<file path="src/rtl/pfm_pkg.sv">
package pfm_pkg;

  typedef enum logic [1:0] {
    REQ_CLEAR = 2'd0,
    REQ_LOAD  = 2'd1,
    REQ_QUERY = 2'd2,
    REQ_NONE  = 2'd3
  } req_e;

  typedef enum logic [2:0] {
    CFG_PPM         = 3'd0,
    CFG_RT_TOL      = 3'd1,
    CFG_PREC_ONLY   = 3'd2,
    CFG_MAX_PERSIST = 3'd3,
    CFG_MIN_MASS    = 3'd4,
    CFG_MAX_MASS    = 3'd5
  } cfg_idx_e;

  typedef enum logic [2:0] {
    ST_IDLE,
    ST_RD,
    ST_EVAL,
    ST_CMP,
    ST_DUP,
    ST_FIN,
    ST_ORD,
    ST_OLD
  } state_e;

  localparam int unsigned MZ_W     = 30;
  localparam int unsigned RT_W     = 20;
  localparam int unsigned KEY_W    = 22;
  localparam int unsigned CFG_W    = 30;
  localparam logic [16:0] PROTON_FX = 17'd66013;
  localparam logic [29:0] MASS_MAX  = 30'h3FFF_FFFF;

  typedef struct packed {
    logic [29:0] base_peak;
    logic [29:0] mono;
    logic [3:0]  charge;
    logic [19:0] first_rt;
    logic [19:0] last_rt;
    logic [19:0] apex_rt;
    logic [31:0] apex_int;
    logic [31:0] total_int;
  } feat_t;

  typedef struct packed {
    logic [9:0]  ppm;
    logic [15:0] rt_tol;
    logic        prec_only;
  } match_cfg_t;

  // Lower wide-window offset: z * (proton - 0.05 Da).
  function automatic logic [19:0] lo_off(input logic [3:0] z);
    return 20'(z * 20'd62736);
  endfunction

  // Upper wide-window offset for charge z, proton included.
  function automatic logic [20:0] hi_off(input logic [3:0] z);
    logic [20:0] r;
    case (z)
      4'd1:         r = 21'd269175;
      4'd2:         r = 21'd407278;
      4'd3, 4'd4:   r = 21'(z * 21'd134826);
      default:      r = 21'(z * 21'd69290);
    endcase
    return r;
  endfunction

endpackage

</file>
<file path="src/rtl/pfm_match_unit.sv">
module pfm_match_unit (
  input  logic                clk_i,
  input  logic                en_i,
  input  pfm_pkg::feat_t      feat_i,
  input  logic [29:0]         mz_i,
  input  logic [19:0]         rt_i,
  input  pfm_pkg::match_cfg_t cfg_i,
  output logic                base_hit_o,
  output logic                wide_hit_o,
  output logic [pfm_pkg::KEY_W-1:0] key_o
);
  import pfm_pkg::*;

  logic [49:0] dmul_q, dmul_d;
  logic [39:0] tmul_q, tmul_d;
  logic [33:0] lhs_q, lhs_d;
  logic [30:0] lo_q, lo_d, hi_q, hi_d;
  logic [KEY_W-1:0] key_q, key_d;
  logic        rt_hit_q, rt_hit_d;
  logic        znz_q, znz_d;
  logic [29:0] diff;
  logic [30:0] mh;
  logic [37:0] kprod;

  always_comb begin
    diff     = (feat_i.base_peak >= mz_i) ? feat_i.base_peak - mz_i
                                          : mz_i - feat_i.base_peak;
    dmul_d   = 50'(diff) * 50'd1000000;
    tmul_d   = 40'(cfg_i.ppm) * 40'(mz_i);
    lhs_d    = 34'(mz_i) * 34'(feat_i.charge);
    lo_d     = 31'(feat_i.mono) + 31'(lo_off(feat_i.charge));
    hi_d     = 31'(feat_i.mono) + 31'(hi_off(feat_i.charge));
    znz_d    = (feat_i.charge != 4'd0);
    // Time window compared with the margin moved to the other side.
    rt_hit_d = ((21'(rt_i) + 21'(cfg_i.rt_tol)) > 21'(feat_i.first_rt)) &&
               (21'(rt_i) < (21'(feat_i.last_rt) + 21'(cfg_i.rt_tol)));
    mh       = 31'(feat_i.mono) + 31'(PROTON_FX);
    kprod    = 38'(mh) * 38'd100 + 38'd32768;
    key_d    = kprod[16 +: KEY_W];
  end

  always_ff @(posedge clk_i) begin
    if (en_i) begin
      dmul_q   <= dmul_d;
      tmul_q   <= tmul_d;
      lhs_q    <= lhs_d;
      lo_q     <= lo_d;
      hi_q     <= hi_d;
      key_q    <= key_d;
      rt_hit_q <= rt_hit_d;
      znz_q    <= znz_d;
    end
  end

  assign base_hit_o = rt_hit_q && (dmul_q < 50'(tmul_q));
  assign wide_hit_o = rt_hit_q && znz_q && (lhs_q > 34'(lo_q)) && (lhs_q < 34'(hi_q));
  assign key_o      = key_q;

endmodule

</file>
<file path="config.mk">
export PLATFORM = sky130hd
export DESIGN_NAME = pfm_match_unit
export DESIGN_NICKNAME = d
export VERILOG_FILES = /design/src/rtl/pfm_pkg.sv /design/src/rtl/pfm_match_unit.sv
export SDC_FILE = /design/constraint.sdc
export NUM_CORES = 2
export LEC_CHECK = 0
export BUFFER_PORTS_ARGS = -buffer_cell sky130_fd_sc_hd__buf_4
export CAP_MARGIN = 0
export CORE_MARGIN = 2
export CORE_UTILIZATION = 50
export DETAILED_ROUTE_END_ITERATION = 6
export GPL_TIMING_DRIVEN = 0
export PLACE_DENSITY = 0.64
export SETUP_SLACK_MARGIN = 0.4
export SLEW_MARGIN = 20
export SYNTH_ARGS = -nofsm -noshare
export SYNTH_HDL_FRONTEND = slang
export SYNTH_SLANG_ARGS = --single-unit
</file>
<file path="constraint.sdc">
create_clock -name clk_i -period 23.8 [get_ports clk_i]
set_clock_uncertainty 0.2 [all_clocks]
set_input_delay 3.57 -clock clk_i [delete_from_list [all_inputs] [get_ports clk_i]]
set_output_delay 3.57 -clock clk_i [all_outputs]
set_load 0.05 [all_outputs]
</file>
==> results.yml <==
worst_setup_path:
  start_kind: "input port"
  crit_fanout: 10
  critPathMaxStageDelay_ps: 910
  critPathRequiredTime_ps: 24010
  crit_arrival_ps: 13980
  crit_type: "input port to flip-flop"
  worst_setup_path_end_kind: "flip-flop"
  crit_slowest_cell: "xor2_1"
placed_design:
  dp_slack_ps: 9370
  gp_congestion: 0.914
  post-dp-hpwl_um: 90200
  dp.cells: 5716
  io_buffers: 188
finish:
  stdcell_count: 5768
  area_growth_pct: 9.25
  drive_gt1_share_pct: 6.38
  nets: 6023
yosys:
  syn_nets: 5803
  synthTopCellsByArea: "fa_1 21%, ha_1 20%, edfxtp_1 15%"
  synthFlopType: "edfxtp_1"
  syn_area_um2: 40100
  syn_avg_cell_area_um2: 8.95
  synth.largest_area_cell: "fa_1"
  synth-edff-count: 204
  seq_area_frac_synth_pct: 15.3
  yosysMostFrequentCell: "inv_1"
  ys_types: 94
  syn_inst: 4475
  netlist_top_cells_count: "786 x inv_1, 635 x ha_1, 426 x fa_1, 409 x nand2_1, 287 x a21oi_1"
  yosys_warnings: 0
  ys_ff_latch: 204
  synthArstFlopShare_pct: 0
  yosys.area.top_type_share_pct: 21.3
sta:
  worst_slew_margin_rel_pct: 29.2
  max_clock_freq_mhz: 72.6
  worstMarginPinSlew_ps: 1050
  hold_violations: 0
  fin_setup_tns_ps: 0
  maxSlewViolCount: 0
  min_period_ps: 13770
  fin_ws_ps: 10030
  fin_crit_sh_pct: 57.9
  whs_ps: 3020
  rsz0062_at_grt: "no"
  setup_viol: 0
hold_path:
  hold_class: "input port to flip-flop"
  hold_start: "feat_i[129]"
  hold_path_depth: 1
  hold_end: "lo_q[1]$_DFFE_PP_"
floorplan:
  die_area_um2: 82400
  fp.dieW_um: 287
  num_io_pins: 291
  core_um2: 79100
  start_util_pct: 50.6
  num_rows: 103
  die_h_um: 287
cts:
  root_buffer: "clkbuf_16"
  htreeDepth: 1
  cts_tree: "built"
  cts_resized: 0
  clk_pin_slew_worst_paths_ps: 60
  clockBufferDepth: 3
  holdBufCountCts: 0
  post-cts-setup-buffers: 0
  clock-sinks: 204
  cts-buffers-inserted: 27
outcome:
  outcome: "finished clean"
detailed_routing:
  post_drt_wl_per_cell_um: 18.3
  routed_wl_um: 105000
  drt_pass1_iterations: 5
  route.detailed.drc: 0
  drtAntennaViolNets: 0
  initialDrtViolationCount: 2204
  vias: 31500
  drt-vias-per-instance: 5.47
global_routing:
  grtUsageTotal_pct: 25.8
  grt-ovfl-total: 0
  grt_max_degree: 83
  antenna_found_initial: 7
  grt_pass1_wl_um: 168000
  grt_pass1_vias: 30800
job:
  drv_cap: 0
sequential cells by signal, summed over array words and instances (netlist names):
name / cells
rt_hit_q: 1
key_o: 22
znz_q: 1
lo_q: 31
lhs_q: 34
tmul_q: 40
hi_q: 31
dmul_q: 44
cells in the final DEF (no fill, tap or decap), types with 17 or more instances in the layout:
| cell type | instances |
|---|---|
| a211oi_1 | 23 |
| a21o_1 | 162 |
| a31oi_1 | 24 |
| clkbuf_1 | 106 |
| o21bai_1 | 48 |
| xnor2_1 | 205 |
| nor2b_1 | 31 |
| buf_4 | 190 |
| o211ai_1 | 17 |
| edfxtp_1 | 204 |
| nand3_1 | 53 |
| nand2_1 | 409 |
| ha_1 | 635 |
| clkbuf_16 | 27 |
| inv_1 | 786 |
| a21oi_1 | 287 |
| xor2_1 | 118 |
| o21ai_0 | 134 |
| and2_1 | 142 |
| nand4_1 | 45 |
| o21a_1 | 43 |
| and3_1 | 28 |
| fa_1 | 426 |
| nor3_1 | 45 |
| nand2b_1 | 21 |
| nor2_1 | 216 |
metal layers:
| layer | vias up | part of all wire (%) | global-route usage [%] |
|---|---|---|---|
| li1 | 15400 | - | - |
| met1 | 15300 | 47 | 37.7 |
| met2 | 816 | 44 | 40.3 |
| met3 | 106 | 7.1 | 4.63 |
| met4 | 10 | 2.1 | 4.91 |
| met5 | - | 0.054 | 0 |
stage by stage:
step	cell area (um2)	utilization, %
floorplan	40100	-
global placement	42800	54.1
detailed placement	42900	54.2
CTS	43800	55.3
global route	43800	55.3
finish	43800	55.3
cells by family (layout without fill, tap and decap cells):
family                   count (synthesis)  count (layout)  share of synthesized area (%)
XOR/XNOR                               334             334                           7.50
other                                    0               2                              0
multiplexers                            19              19                          0.484
AO/OA/AOI/OAI                          868             868                           14.0
flip-flops                             204             204                           15.3
adder cells (fa/ha/maj)               1067            1067                           41.3
buffers and inverters                  912            1153                           8.61
AND/OR/NAND/NOR                       1071            1071                           12.8
layout make-up:
class	count	area (um2)
Tap cell	1050	1310
Buffer	123	488
Sequential cell	204	6130
Inverter	789	2960
Fill cell	7452	35400
Antenna cell	2	5.00
Timing Repair Buffer	191	1480
Clock inverter	18	169
Multi-Input combinational cell	3359	30500
Clock buffer	32	694
critical path, delay by kind of cell:
kind | cells | cell delay (ps)
AND/OR/NAND/NOR | 7 | 2200
multiplexers | 1 | 300
adder cells (fa/ha/maj) | 8 | 3130
buffers and inverters | 7 | 1140
XOR/XNOR | 1 | 910
AO/OA/AOI/OAI | 10 | 2690
worst max-delay path by stage:
stage	from	endpoint	slack (ps)	cells past startpoint
after floorplan	feat_i[168]	dmul_q[45]$_DFFE_PP_	11860	36
final	mz_i[10]	dmul_q[46]$_DFFE_PP_	10030	34
after detailed placement	mz_i[10]	dmul_q[46]$_DFFE_PP_	9370	34
after CTS	mz_i[10]	dmul_q[46]$_DFFE_PP_	9950	34
after global placement	mz_i[10]	dmul_q[46]$_DFFE_PP_	9460	34
after global routing	mz_i[10]	dmul_q[46]$_DFFE_PP_	9460	34
Power is left out: the tool's default activity adds up to more than one toggle a clock period on the data nets, which glitch-free logic cannot reach.
